### config.mk
export PLATFORM = sky130hd
export DESIGN_NAME = day_number_date_converter_core
export DESIGN_NICKNAME = d
export VERILOG_FILES = /design/src/hdl/dndc_pkg.sv /design/src/hdl/day_number_date_converter_core.sv
export SDC_FILE = /design/constraint.sdc
export NUM_CORES = 2
export LEC_CHECK = 0
export ABC_AREA = 1
export BUFFER_PORTS_ARGS = -buffer_cell sky130_fd_sc_hd__buf_2
export CORE_UTILIZATION = 65
export DETAILED_ROUTE_END_ITERATION = 10
export GPL_ROUTABILITY_DRIVEN = 0
export GPL_TIMING_DRIVEN = 0
export HOLD_SLACK_MARGIN = 0.06
export PLACE_DENSITY = 0.88
export SYNTH_ARGS = -nofsm -noshare
export SYNTH_HDL_FRONTEND = slang
export SYNTH_SLANG_ARGS = --single-unit
### constraint.sdc
create_clock -name clk -period 14.87 [get_ports clk]
set_clock_uncertainty 0.1 [all_clocks]
set_input_delay 0 -clock clk [delete_from_list [all_inputs] [get_ports clk]]
set_output_delay 0 -clock clk [all_outputs]
set_load 0.005 [all_outputs]
### src/hdl/dndc_pkg.sv
// Package for the day number / Gregorian date converter.
// Holds field widths, calendar constants, reciprocal constants and month tables.
// No dependencies.
`timescale 1ns / 1ps

package dndc_pkg;

  localparam int YEAR_W     = 14;
  localparam int MONTH_W    = 4;
  localparam int DAY_W      = 5;
  localparam int DN_W       = 22;
  localparam int WD_W       = 3;
  localparam int S_TDATA_W  = 48;
  localparam int M_TDATA_W  = 56;
  localparam int PIPE_DEPTH = 12;

  localparam logic CMD_TO_NUMBER = 1'b0;
  localparam logic CMD_TO_DATE   = 1'b1;

  localparam logic [YEAR_W-1:0]  MAX_YEAR       = 14'd9999;
  localparam logic [MONTH_W-1:0] MONTHS         = 4'd12;
  localparam logic [DN_W-1:0]    MAX_DAY_NUMBER = 22'd3652059;
  localparam logic [DAY_W-1:0]   LAST_DEC_DAY   = 5'd31;

  localparam logic [YEAR_W-1:0] YEARS_CYCLE   = 14'd400;
  localparam logic [YEAR_W-1:0] YEARS_CENTURY = 14'd100;

  localparam logic [17:0] DAYS_400Y = 18'd146097;
  localparam logic [15:0] DAYS_100Y = 16'd36524;
  localparam logic [10:0] DAYS_4Y   = 11'd1461;
  localparam logic [8:0]  DAYS_1Y   = 9'd365;

  // Exact quotient by 100 for any 14-bit value after a right shift by 19.
  localparam logic [12:0] RECIP_100   = 13'd5243;
  // Floor reciprocals; the estimate is the quotient or one less.
  localparam logic [14:0] RECIP_400Y  = 15'd29398;
  localparam logic [15:0] RECIP_4Y    = 16'd45933;

  localparam logic [WD_W-1:0]  WD_FRIDAY     = 3'd5;
  localparam logic [WD_W-1:0]  WD_MOD        = 3'd7;
  localparam logic [DAY_W-1:0] UNLUCKY_DAY   = 5'd14;

  // First day of a month in a common year, zero-based month index.
  function automatic logic [8:0] month_start(input logic [MONTH_W-1:0] m);
    logic [8:0] r;
    unique case (m)
      4'd0:    r = 9'd0;
      4'd1:    r = 9'd31;
      4'd2:    r = 9'd59;
      4'd3:    r = 9'd90;
      4'd4:    r = 9'd120;
      4'd5:    r = 9'd151;
      4'd6:    r = 9'd181;
      4'd7:    r = 9'd212;
      4'd8:    r = 9'd243;
      4'd9:    r = 9'd273;
      4'd10:   r = 9'd304;
      4'd11:   r = 9'd334;
      default: r = 9'd0;
    endcase
    return r;
  endfunction

  // Length of a month in a common year, zero-based month index.
  function automatic logic [DAY_W-1:0] month_len(input logic [MONTH_W-1:0] m);
    logic [DAY_W-1:0] r;
    unique case (m)
      4'd1:                           r = 5'd28;
      4'd3, 4'd5, 4'd8, 4'd10:        r = 5'd30;
      4'd0, 4'd2, 4'd4, 4'd6, 4'd7,
      4'd9, 4'd11:                    r = 5'd31;
      default:                        r = 5'd0;
    endcase
    return r;
  endfunction

endpackage

### src/hdl/day_number_date_converter_core.sv
// Top level of the day number / Gregorian date converter: a twelve-stage pipeline.
// Depends on dndc_pkg.
`timescale 1ns / 1ps

// Usage:
// One input transaction carries a command on s_axis_tuser and the operands on
// s_axis_tdata. Command 0 turns year, month and day into a day number with
// 0001-01-01 as day 1; command 1 turns a day number into year, month and day.
// Every input transaction yields exactly one output transaction with the day
// number, the date, the weekday (0 is Sunday), a Friday-the-14th flag on
// m_axis_tdata and the invalid flag on m_axis_tuser. An invalid input gives
// zeros in all data fields.
// Throughput is one transaction per cycle while the receiver does not stall;
// the depth is set by the chains of reciprocal multiply and correction for
// the 400-year and 4-year cycles.
// Each stage carries a valid bit and holds only while it is full and the stage
// after it holds, so empty stages keep taking input while the output waits.
// A stalled receiver never loses or repeats a transaction.
// Reset empties the pipeline; no output transaction is left pending.
module day_number_date_converter_core (
  input  logic                              clk,
  input  logic                              rst,
  input  logic                              s_axis_tvalid,
  output logic                              s_axis_tready,
  // in_year, in_month, in_day, in_day_number, zero fill
  input  logic [dndc_pkg::S_TDATA_W-1:0]    s_axis_tdata,
  // command
  input  logic [0:0]                        s_axis_tuser,
  output logic                              m_axis_tvalid,
  input  logic                              m_axis_tready,
  // out_day_number, out_year, out_month, out_day, weekday, friday_fourteenth, zero fill
  output logic [dndc_pkg::M_TDATA_W-1:0]    m_axis_tdata,
  // invalid
  output logic [0:0]                        m_axis_tuser
);

  import dndc_pkg::*;

  typedef struct packed {
    logic              cmd;
    logic [YEAR_W-1:0] year;
    logic [MONTH_W-1:0] month;
    logic [DAY_W-1:0]  day;
    logic [DN_W-1:0]   dn;
    logic [DN_W-1:0]   d0;
    logic              bad_dn;
    logic [26:0]       prod_y;
    logic [36:0]       prod_d0;
  } st1_t;

  typedef struct packed {
    logic              cmd;
    logic [YEAR_W-1:0] year;
    logic [MONTH_W-1:0] month;
    logic [DAY_W-1:0]  day;
    logic [DN_W-1:0]   dn;
    logic              bad_dn;
    logic [7:0]        q100;
    logic              y100z;
    logic [4:0]        q400e;
    logic [18:0]       r400;
  } st2_t;

  typedef struct packed {
    logic              cmd;
    logic              bad;
    logic [YEAR_W-1:0] year;
    logic [MONTH_W-1:0] month;
    logic [DAY_W-1:0]  day;
    logic [DN_W-1:0]   dn;
    logic [DN_W-1:0]   p365;
    logic [11:0]       p_quarter;
    logic [7:0]        q100p;
    logic [8:0]        fom;
    logic [4:0]        n400;
    logic [17:0]       d1;
  } st3_t;

  typedef struct packed {
    logic              cmd;
    logic              bad;
    logic [YEAR_W-1:0] year;
    logic [MONTH_W-1:0] month;
    logic [DAY_W-1:0]  day;
    logic [DN_W-1:0]   dn;
    logic [DN_W-1:0]   sum_a;
    logic [9:0]        sum_b;
    logic [4:0]        n400;
    logic [2:0]        n100;
    logic [15:0]       d2;
  } st4_t;

  typedef struct packed {
    logic              cmd;
    logic              bad;
    logic [YEAR_W-1:0] year;
    logic [MONTH_W-1:0] month;
    logic [DAY_W-1:0]  day;
    logic [DN_W-1:0]   num;
    logic [4:0]        n400;
    logic [2:0]        n100;
    logic [15:0]       d2;
    logic [31:0]       prod4;
  } st5_t;

  typedef struct packed {
    logic              cmd;
    logic              bad;
    logic [YEAR_W-1:0] year;
    logic [MONTH_W-1:0] month;
    logic [DAY_W-1:0]  day;
    logic [DN_W-1:0]   num;
    logic [4:0]        n400;
    logic [2:0]        n100;
    logic [5:0]        q4e;
    logic [11:0]       r4;
  } st6_t;

  typedef struct packed {
    logic              cmd;
    logic              bad;
    logic [YEAR_W-1:0] year;
    logic [MONTH_W-1:0] month;
    logic [DAY_W-1:0]  day;
    logic [DN_W-1:0]   num;
    logic [4:0]        n400;
    logic [2:0]        n100;
    logic [5:0]        n4;
    logic [10:0]       d3;
  } st7_t;

  typedef struct packed {
    logic              cmd;
    logic              bad;
    logic [YEAR_W-1:0] year;
    logic [MONTH_W-1:0] month;
    logic [DAY_W-1:0]  day;
    logic [DN_W-1:0]   num;
    logic [YEAR_W-1:0] year_c;
    logic [8:0]        doy;
    logic              last;
    logic              leap;
  } st8_t;

  typedef struct packed {
    logic              cmd;
    logic              bad;
    logic [YEAR_W-1:0] year;
    logic [MONTH_W-1:0] month;
    logic [DAY_W-1:0]  day;
    logic [DN_W-1:0]   num;
    logic [YEAR_W-1:0] year1;
    logic [11:1]       ge;
    logic [8:0]        doy;
    logic              last;
    logic              leap;
  } st9_t;

  typedef struct packed {
    logic              bad;
    logic [YEAR_W-1:0] year;
    logic [MONTH_W-1:0] month;
    logic [DAY_W-1:0]  day;
    logic [DN_W-1:0]   num;
  } st10_t;

  typedef struct packed {
    logic              bad;
    logic [YEAR_W-1:0] year;
    logic [MONTH_W-1:0] month;
    logic [DAY_W-1:0]  day;
    logic [DN_W-1:0]   num;
    logic [5:0]        dsum;
  } st11_t;

  typedef struct packed {
    logic              bad;
    logic              fri;
    logic [WD_W-1:0]   wd;
    logic [YEAR_W-1:0] year;
    logic [MONTH_W-1:0] month;
    logic [DAY_W-1:0]  day;
    logic [DN_W-1:0]   num;
  } st12_t;

  logic [PIPE_DEPTH-1:0] vld;
  logic [PIPE_DEPTH-1:0] adv;

  st1_t  st1,  st1_next;
  st2_t  st2,  st2_next;
  st3_t  st3,  st3_next;
  st4_t  st4,  st4_next;
  st5_t  st5,  st5_next;
  st6_t  st6,  st6_next;
  st7_t  st7,  st7_next;
  st8_t  st8,  st8_next;
  st9_t  st9,  st9_next;
  st10_t st10, st10_next;
  st11_t st11, st11_next;
  st12_t st12, st12_next;

  // A stage loads when it is empty or the stage after it loads.
  always_comb begin
    adv[PIPE_DEPTH-1] = !vld[PIPE_DEPTH-1] || m_axis_tready;
    for (int i = PIPE_DEPTH - 2; i >= 0; i--) begin
      adv[i] = !vld[i] || adv[i+1];
    end
  end

  assign s_axis_tready = adv[0];

  always_ff @(posedge clk) begin
    if (rst) begin
      vld <= '0;
    end else begin
      if (adv[0]) begin
        vld[0] <= s_axis_tvalid;
      end
      for (int i = 1; i < PIPE_DEPTH; i++) begin
        if (adv[i]) begin
          vld[i] <= vld[i-1];
        end
      end
    end
  end

  always_ff @(posedge clk) begin
    if (adv[0])  st1  <= st1_next;
    if (adv[1])  st2  <= st2_next;
    if (adv[2])  st3  <= st3_next;
    if (adv[3])  st4  <= st4_next;
    if (adv[4])  st5  <= st5_next;
    if (adv[5])  st6  <= st6_next;
    if (adv[6])  st7  <= st7_next;
    if (adv[7])  st8  <= st8_next;
    if (adv[8])  st9  <= st9_next;
    if (adv[9])  st10 <= st10_next;
    if (adv[10]) st11 <= st11_next;
    if (adv[11]) st12 <= st12_next;
  end

  // Stage 1: unpack, range check of the day number, reciprocal products.
  always_comb begin
    st1_next.cmd     = s_axis_tuser[0];
    st1_next.year    = s_axis_tdata[13:0];
    st1_next.month   = s_axis_tdata[17:14];
    st1_next.day     = s_axis_tdata[22:18];
    st1_next.dn      = s_axis_tdata[44:23];
    st1_next.d0      = st1_next.dn - 22'd1;
    st1_next.bad_dn  = (st1_next.dn == '0) || (st1_next.dn > MAX_DAY_NUMBER);
    st1_next.prod_y  = 27'(st1_next.year) * 27'(RECIP_100);
    st1_next.prod_d0 = 37'(st1_next.d0) * 37'(RECIP_400Y);
  end

  // Stage 2: century quotient of the year, first remainder of the day count.
  always_comb begin
    st2_next.cmd    = st1.cmd;
    st2_next.year   = st1.year;
    st2_next.month  = st1.month;
    st2_next.day    = st1.day;
    st2_next.dn     = st1.dn;
    st2_next.bad_dn = st1.bad_dn;
    st2_next.q100   = st1.prod_y[26:19];
    st2_next.y100z  = (st1.year == 14'({6'd0, st1.prod_y[26:19]} * YEARS_CENTURY));
    st2_next.q400e  = st1.prod_d0[36:32];
    st2_next.r400   = 19'(st1.d0 - 22'({17'd0, st1.prod_d0[36:32]} * 22'(DAYS_400Y)));
  end

  // Stage 3: leap year, date check, year terms; 400-year quotient correction.
  always_comb begin
    logic              leap;
    logic [MONTH_W-1:0] mi;
    logic [DAY_W-1:0]  mlen;
    logic              bad0;
    logic [YEAR_W-1:0] p;
    leap = (st2.year[1:0] == 2'd0) && (!st2.y100z || (st2.q100[1:0] == 2'd0));
    mi   = st2.month - 4'd1;
    mlen = month_len(mi) + 5'((mi == 4'd1) && leap);
    bad0 = (st2.year == '0) || (st2.year > MAX_YEAR) || (st2.month == '0) ||
           (st2.month > MONTHS) || (st2.day == '0) || (st2.day > mlen);
    p    = st2.year - 14'd1;
    st3_next.cmd       = st2.cmd;
    st3_next.bad       = (st2.cmd == CMD_TO_DATE) ? st2.bad_dn : bad0;
    st3_next.year      = st2.year;
    st3_next.month     = st2.month;
    st3_next.day       = st2.day;
    st3_next.dn        = st2.dn;
    st3_next.p365      = 22'({8'd0, p} * 22'(DAYS_1Y));
    st3_next.p_quarter = p[13:2];
    st3_next.q100p     = st2.q100 - 8'(st2.y100z);
    st3_next.fom       = month_start(mi) + 9'((mi >= 4'd2) && leap);
    if (st2.r400 >= 19'(DAYS_400Y)) begin
      st3_next.n400 = st2.q400e + 5'd1;
      st3_next.d1   = 18'(st2.r400 - 19'(DAYS_400Y));
    end else begin
      st3_next.n400 = st2.q400e;
      st3_next.d1   = st2.r400[17:0];
    end
  end

  // Stage 4: partial sums of the day number; century within the 400-year cycle.
  always_comb begin
    logic [2:0] n100;
    n100 = 3'(st3.d1 >= 18'(DAYS_100Y)) + 3'(st3.d1 >= 18'(2 * DAYS_100Y)) +
           3'(st3.d1 >= 18'(3 * DAYS_100Y)) + 3'(st3.d1 >= 18'(4 * DAYS_100Y));
    st4_next.cmd   = st3.cmd;
    st4_next.bad   = st3.bad;
    st4_next.year  = st3.year;
    st4_next.month = st3.month;
    st4_next.day   = st3.day;
    st4_next.dn    = st3.dn;
    st4_next.sum_a = st3.p365 + 22'(st3.p_quarter) - 22'(st3.q100p);
    st4_next.sum_b = 10'(st3.q100p[7:2]) + 10'(st3.fom) + 10'(st3.day);
    st4_next.n400  = st3.n400;
    st4_next.n100  = n100;
    st4_next.d2    = 16'(st3.d1 - 18'({15'd0, n100} * 18'(DAYS_100Y)));
  end

  // Stage 5: final day number for dates; 4-year reciprocal product.
  always_comb begin
    st5_next.cmd   = st4.cmd;
    st5_next.bad   = st4.bad;
    st5_next.year  = st4.year;
    st5_next.month = st4.month;
    st5_next.day   = st4.day;
    st5_next.num   = (st4.cmd == CMD_TO_DATE) ? st4.dn : (st4.sum_a + 22'(st4.sum_b));
    st5_next.n400  = st4.n400;
    st5_next.n100  = st4.n100;
    st5_next.d2    = st4.d2;
    st5_next.prod4 = 32'(st4.d2) * 32'(RECIP_4Y);
  end

  // Stage 6: 4-year quotient estimate and remainder.
  always_comb begin
    st6_next.cmd   = st5.cmd;
    st6_next.bad   = st5.bad;
    st6_next.year  = st5.year;
    st6_next.month = st5.month;
    st6_next.day   = st5.day;
    st6_next.num   = st5.num;
    st6_next.n400  = st5.n400;
    st6_next.n100  = st5.n100;
    st6_next.q4e   = st5.prod4[31:26];
    st6_next.r4    = 12'(st5.d2 - 16'({10'd0, st5.prod4[31:26]} * 16'(DAYS_4Y)));
  end

  // Stage 7: 4-year quotient correction.
  always_comb begin
    st7_next.cmd   = st6.cmd;
    st7_next.bad   = st6.bad;
    st7_next.year  = st6.year;
    st7_next.month = st6.month;
    st7_next.day   = st6.day;
    st7_next.num   = st6.num;
    st7_next.n400  = st6.n400;
    st7_next.n100  = st6.n100;
    if (st6.r4 >= 12'(DAYS_4Y)) begin
      st7_next.n4 = st6.q4e + 6'd1;
      st7_next.d3 = 11'(st6.r4 - 12'(DAYS_4Y));
    end else begin
      st7_next.n4 = st6.q4e;
      st7_next.d3 = st6.r4[10:0];
    end
  end

  // Stage 8: year within the 4-year cycle, day of year, leap of the target year.
  always_comb begin
    logic [2:0] n1;
    n1 = 3'(st7.d3 >= 11'(DAYS_1Y)) + 3'(st7.d3 >= 11'(2 * DAYS_1Y)) +
         3'(st7.d3 >= 11'(3 * DAYS_1Y)) + 3'(st7.d3 >= 11'(4 * DAYS_1Y));
    st8_next.cmd    = st7.cmd;
    st8_next.bad    = st7.bad;
    st8_next.year   = st7.year;
    st8_next.month  = st7.month;
    st8_next.day    = st7.day;
    st8_next.num    = st7.num;
    st8_next.year_c = 14'({9'd0, st7.n400} * YEARS_CYCLE) +
                      14'({11'd0, st7.n100} * YEARS_CENTURY) +
                      14'({8'd0, st7.n4} << 2) + 14'(n1);
    st8_next.doy    = 9'(st7.d3 - 11'({8'd0, n1} * 11'(DAYS_1Y)));
    st8_next.last   = (st7.n100 == 3'd4) || (n1 == 3'd4);
    st8_next.leap   = (n1 == 3'd3) && ((st7.n4 != 6'd24) || (st7.n100 == 3'd3));
  end

  // Stage 9: calendar year and month-start compares.
  always_comb begin
    st9_next.cmd   = st8.cmd;
    st9_next.bad   = st8.bad;
    st9_next.year  = st8.year;
    st9_next.month = st8.month;
    st9_next.day   = st8.day;
    st9_next.num   = st8.num;
    st9_next.year1 = st8.last ? st8.year_c : (st8.year_c + 14'd1);
    st9_next.doy   = st8.doy;
    st9_next.last  = st8.last;
    st9_next.leap  = st8.leap;
    for (int m = 1; m < 12; m++) begin
      st9_next.ge[m] = st8.doy >= (month_start(4'(m)) + 9'((m >= 2) && st8.leap));
    end
  end

  // Stage 10: month and day of month, merge of both commands.
  always_comb begin
    logic [MONTH_W-1:0] mi;
    logic [DAY_W-1:0]   dday;
    mi = '0;
    for (int m = 1; m < 12; m++) begin
      if (st9.ge[m]) begin
        mi = 4'(m);
      end
    end
    dday = 5'(st9.doy - (month_start(mi) + 9'((mi >= 4'd2) && st9.leap)) + 9'd1);
    st10_next.bad = st9.bad;
    st10_next.num = st9.num;
    if (st9.cmd == CMD_TO_DATE) begin
      st10_next.year = st9.year1;
      if (st9.last) begin
        st10_next.month = MONTHS;
        st10_next.day   = LAST_DEC_DAY;
      end else begin
        st10_next.month = mi + 4'd1;
        st10_next.day   = dday;
      end
    end else begin
      st10_next.year  = st9.year;
      st10_next.month = st9.month;
      st10_next.day   = st9.day;
    end
  end

  // Stage 11: octal digit sum of the day number, congruent to it modulo 7.
  always_comb begin
    logic [23:0] padded;
    padded = {2'b00, st10.num};
    st11_next.bad   = st10.bad;
    st11_next.year  = st10.year;
    st11_next.month = st10.month;
    st11_next.day   = st10.day;
    st11_next.num   = st10.num;
    st11_next.dsum  = '0;
    for (int k = 0; k < 8; k++) begin
      st11_next.dsum = st11_next.dsum + 6'(padded[3*k +: 3]);
    end
  end

  // Stage 12: weekday, flags and zeroing of invalid results.
  always_comb begin
    logic [3:0]      t;
    logic [WD_W-1:0] wd;
    t  = 4'(st11.dsum[5:3]) + 4'(st11.dsum[2:0]);
    wd = (t >= 4'(WD_MOD)) ? 3'(t - 4'(WD_MOD)) : t[2:0];
    st12_next.bad = st11.bad;
    if (st11.bad) begin
      st12_next.fri   = 1'b0;
      st12_next.wd    = '0;
      st12_next.year  = '0;
      st12_next.month = '0;
      st12_next.day   = '0;
      st12_next.num   = '0;
    end else begin
      st12_next.fri   = (wd == WD_FRIDAY) && (st11.day == UNLUCKY_DAY);
      st12_next.wd    = wd;
      st12_next.year  = st11.year;
      st12_next.month = st11.month;
      st12_next.day   = st11.day;
      st12_next.num   = st11.num;
    end
  end

  assign m_axis_tvalid = vld[PIPE_DEPTH-1];
  assign m_axis_tdata  = {7'd0, st12.fri, st12.wd, st12.day, st12.month, st12.year,
                          st12.num};
  assign m_axis_tuser  = st12.bad;

endmodule
# ---- After elaboration in Yosys (flattened, before gate mapping)
# Memory sizes are Yosys's and may differ from the RTL's.
# Cells that the tools add are included.
dict set report word_totals {
  romBits 368
  register_bits 988
  mem_count 3
  inputBits 53
}
dict set report classes {
  n_eq_ne 9
  add_sub_neg 52
  n_lt_le_gt_ge 28
  n_reduce_logical 46
  n_mux 19
  n_mul 11
}
# name depth width rd rd_ports_with_merged_regs wr line_no
set mem_list {}
lappend mem_list {{(name not given)} 16 9 1 0 0 dndc_pkg.sv:46} ;# unique case (m)
lappend mem_list {{(name not given)} 16 9 1 0 0 dndc_pkg.sv:46}
lappend mem_list {{(name not given)} 16 5 1 0 0 dndc_pkg.sv:67} ;# unique case (m)
# operator count
set op_table {}
lappend op_table {{$ge A9 B9 Y1} 7}
lappend op_table {{$mux W23} 2}
lappend op_table {{$mux W4} 10}
lappend op_table {{$add A8 B1 Y9 const A} 4}
lappend op_table {{$ge A18 B17 Y1 const B} 2}
lappend op_table {{$mul A22 B14 Y36 const B} 1}
lappend op_table {{$mul A16 B16 Y32 const B} 1}
lappend op_table {{$add A9 B1 Y9 const A} 3}
lappend op_table {{$mul A14 B13 Y27 const B} 1}
lappend op_table {{$add A22 B10 Y22} 1}
lappend op_table {{$add A22 B12 Y22} 1}
lappend op_table {{$ge A11 B11 Y1 const B} 2}
lappend op_table {{$gt A22 B22 Y1 const B} 1}
lappend op_table {{$logic_not A22 Y1} 1}
lappend op_table {{$mul A14 B9 Y22 const B} 1}
lappend op_table {{$mux W22} 1}
lappend op_table {{$sub A22 B1 Y22 const B} 1}
lappend op_table {{$sub A22 B8 Y22} 1}
lappend op_table {{$logic_or A1 B1 Y1} 21}
lappend op_table {{$ge A19 B18 Y1 const B} 1}
lappend op_table {{$mul A5 B18 Y19 const B} 1}
lappend op_table {{$sub A19 B19 Y19} 1}
lappend op_table {{$add A6 B3 Y6} 3}
lappend op_table {{$ge A18 B16 Y1 const B} 1}
lappend op_table {{65 further kinds} 96}

# ---- Logic depth before layout (Yosys ltp)
dict set report depth {
  word_depth 18
  mapped_depth 32
  depth_no_buf 32
}

# ---- Least setup slack after synthesis
# No wires, ideal clock.
dict set report synth_timing {
  path_kind {register to register}
  startpoint {reg vld[11]}
  endpoint {reg st1[100] in the netlist's numbering (enable)}
  arrival_time_ps 7083
  t_required_ps 13595
  path_stages_with_launch 6
  path_buffers 0
  path_slack_ps 6513
  path_cell_list {dfxtp_1 nand4_2 nor3_1 nand4_1 nor2_2 nand4_1}
}
dict set report synth_between {
  elab_chain_len 13
}
# element line_no
set synth_lines {}
lappend synth_lines {{start: declaration} day_number_date_converter_core.sv:186} ;# logic [PIPE_DEPTH-1:0] vld;
lappend synth_lines {{start signal: indexed assignment} day_number_date_converter_core.sv:221} ;# vld[i] <= vld[i-1];
lappend synth_lines {{$logic_not A1 Y1} day_number_date_converter_core.sv:204} ;# adv[PIPE_DEPTH-1] = !vld[PIPE_DEPTH-1] || m_axis_tready;
lappend synth_lines {{$logic_or A1 B1 Y1} day_number_date_converter_core.sv:204}
lappend synth_lines {{$logic_or A1 B1 Y1 (2 in series)} day_number_date_converter_core.sv:206} ;# adv[i] = !vld[i] || adv[i+1];
lappend synth_lines {{named net adv[9]} day_number_date_converter_core.sv:187} ;# logic [PIPE_DEPTH-1:0] adv;
lappend synth_lines {{$logic_or A1 B1 Y1 (5 in series)} day_number_date_converter_core.sv:206}
lappend synth_lines {{named net adv[4]} day_number_date_converter_core.sv:187}
lappend synth_lines {{$logic_or A1 B1 Y1 (4 in series)} day_number_date_converter_core.sv:206}
lappend synth_lines {{named net s_axis_tready} day_number_date_converter_core.sv:24} ;# output logic s_axis_tready,
lappend synth_lines {{end signal: assignment} day_number_date_converter_core.sv:228} ;# if (adv[0]) st1 <= st1_next;
lappend synth_lines {{end: declaration} day_number_date_converter_core.sv:189} ;# st1_t st1, st1_next;
# The timed path passes the listed nets, and every way through them passes these cells.
# A chain may end at the register's enable or synchronous reset.

==> flow_summary_export.csv <==
group,metric,value,unit
worst_setup_path,ff2ff_path_depth,20,
routing,met1_length,50.6,mm
timing,slew_headroom,15.0,%
worst_hold_path,min_from,"s_axis_tdata[36]",
run_status,outcome,"complete, no violations",
worst_hold_path,min_path_type,"in -> reg",
timing,period_minus_slack,7610,ps
placed_design,port_buffers,101,
cts,cts-htree-levels,3,
timing,timing.fmax,131,MHz
floorplan,rows,111,
cells_and_area,final_layout_size_suffix_gt1_share,5.35,%
timing,setup_tns,0,ps
worst_setup_path,timing.rr.start,"st2[65]",
routing,maxUsedRoutingLayer,"met5",
timing,hold_ws,102,ps
worst_hold_path,worstHoldPathCells,2,
floorplan,io_pins,112,
logic_synthesis,synth_area_leaders,"edfxtp_1 (45%), ha_1 (15%), fa_1 (14%), inv_1 (7.1%), nand2_1 (4.8%)",
floorplan,die_w,306,µm
timing,finalSetupViolCount,0,
placed_design,dp.cells,6804,
floorplan,start_util,65.6,%
logic_synthesis,ys_types,64,
routing,routed_wl,144,mm
logic_synthesis,synth.cell_area,60200,µm²
worst_setup_path,r2r-end,"st3[67]",
worst_setup_path,worstPathMaxFanout,8,
floorplan,coreArea,91800,µm²
global_routing,grt_use_total,31.0,%
floorplan,dieHeight,306,µm
routing,vias_per_cell,5.94,
cts,clk_path_buf_depth,3,
logic_synthesis,synth_top_area_share,44.9,%
cells_and_area,final_core_util,72.4,%
timing,drv_slew,0,
floorplan,die-area,93900,µm²
routing,drtAntennaViolNets,0,
global_routing,grt_pass1_wl,226,mm
logic_synthesis,synth.most_common_cell,"inv_1",
routing,wl_met3,11.9,mm
timing,hold_violations,0,
cts,insertion_delay,680,ps
timing,rsz0062_at_grt,"no",
logic_synthesis,syn_area_per_cell,11.1,µm²
logic_synthesis,synth.top_cells.by_count,"inv_1 (1146), edfxtp_1 (900), nand2_1 (768)",
cts,post_cts_resized,0,
global_routing,grt.overflow.total,0,
routing,drt_iter0_drc,4349,
logic_synthesis,synthCells,5438,
worst_setup_path,r2r_setup_slack,8730,ps
logic_synthesis,synth_area_leader_cell,"edfxtp_1",
worst_setup_path,max_stage_delay,900,ps
routing,wl_met2,72.1,mm
routing,vias,41800,
worst_setup_path,required,15180,ps
logic_synthesis,synth.yosys.warnings,0,
cells_and_area,stdcell_count,7039,
cells_and_area,syn_to_final_growth,10.3,%
routing,drc,0,
cts,path_clk_slew,80,ps
timing,tightestPinTransition,1270,ps
placed_design,hpwl,99.6,mm
global_routing,grt_max_degree,79,
cts,cts_tree,"done",
routing,wl_per_cell,20.5,µm
cts,cts-root-buf,"clkbuf_16",
worst_setup_path,start_kind,"input pin",
worst_setup_path,path_class,"in -> reg",
global_routing,grt_pass1_vias,43600,
worst_setup_path,cp-end-kind,"register",
worst_setup_path,critPathSlowestCell,"xor2_1",
logic_synthesis,ys_seq_area_share,45.3,%
logic_synthesis,synth-edff-count,900,
cts,cts.sinks,912,
global_routing,antenna_found_initial,6,
routing,first_pass_iters,9,
cts,numCtsBuffers,88,
timing,min_period_over_period,51.2,%
flow_run,maxCapViolCount,0,
logic_synthesis,async_flop_share,0,%
cells_and_area,finalNetCount,6896,
logic_synthesis,yosys_register_bits,912,
worst_setup_path,worstPathArrival,7930,ps
worst_setup_path,crit_top_cell,"inv_1",
logic_synthesis,synth-main-ff-cell,"edfxtp_1",
worst_hold_path,whs_endpoint,"st1[100]",
==> kinds of logic after synthesis <==
kind of cell               share of synthesized area [%]
xor gates and xnor gates                            3.59
AOI/OAI and AO/OA                                   4.96
buffers and inverters                               7.42
adders and majority gates                           28.5
DFF                                                 45.3
other                                            0.00622
and+or+nand+nor                                     10.2
==> layout make-up <==
cell class,instances,area [µm²]
tap,1243,1560
fill,5395,25300
sequential,912,27300
inverter,1151,4330
antenna,4,10.0
timing repair buffer,186,1530
clock buffer,112,2360
multi-input combinational,3353,28600
clock inverter,50,701
buffer,28,153
==> flip-flops by register name (all words and copies together), names as in the netlist, 52 cells and up <==
name	count
st4	103
st9	56
st2	80
st6	73
st8	72
st3	121
st1	79
st5	73
st11	52
st7	72
==> what timing repair did <==
item / in CTS / in global routing
hold buffers: 69 / 0
buffers inserted: 0 / 0
hold endpoints to repair: 67 / 0
==> metrics by stage <==
stage | setup WS (ps) | cell area [µm²]
3_3_place_gp | 2720 | 62300
3_5_place_dp | 7540 | 62700
4_1_cts | 7550 | 66500
6_report | 7260 | 66500
2_1_floorplan | 6510 | 60300
5_1_grt | 6940 | 66500
==> worst max-delay path: cells and delay by family <==
kind / cells / cell delay, ps
AND/OR/NAND/NOR: 10 / 1290
XOR/XNOR: 1 / 900
AO/OA/AOI/OAI: 2 / 430
adder cells (fa/ha/maj): 8 / 3450
buffers and inverters: 8 / 1810
==> cells in the final DEF (no fill, tap or decap), types with 56 or more instances in the layout <==
cell,Yosys,final
a21oi_1,227,227
buf_2,2,103
clkbuf_16,0,89
dlygate4sd3_1,0,69
edfxtp_1,900,900
fa_1,418,418
ha_1,705,705
inv_1,1146,1142
nand2_1,768,765
nand3_1,196,194
nand4_1,63,63
nor2_1,307,307
nor3_1,56,56
o21ai_0,163,163
xnor2_1,72,72
xor2_1,164,164
==> worst max-delay path by stage <==
stage	startpoint	slack, ps	to	cells past startpoint
after global placement	vld[11]	2720	st1[80]	5
after global routing	s_axis_tdata[23]	6940	st1[36]	29
final	s_axis_tdata[23]	7260	st1[36]	29
after detailed placement	s_axis_tdata[23]	7540	st1[32]	27
after floorplan	vld[11]	6510	st1[100]	5
after CTS	s_axis_tdata[23]	7550	st1[36]	29
==> metal layers <==
layer	up-vias	track usage [%]
li1	18500	-
met1	19900	35.4
met2	2597	54.7
met3	819	5.23
met4	4	18.2
met5	-	0
Power is not shown: default switching activity piles up to over one toggle a cycle in this logic, so the estimate is an artifact.
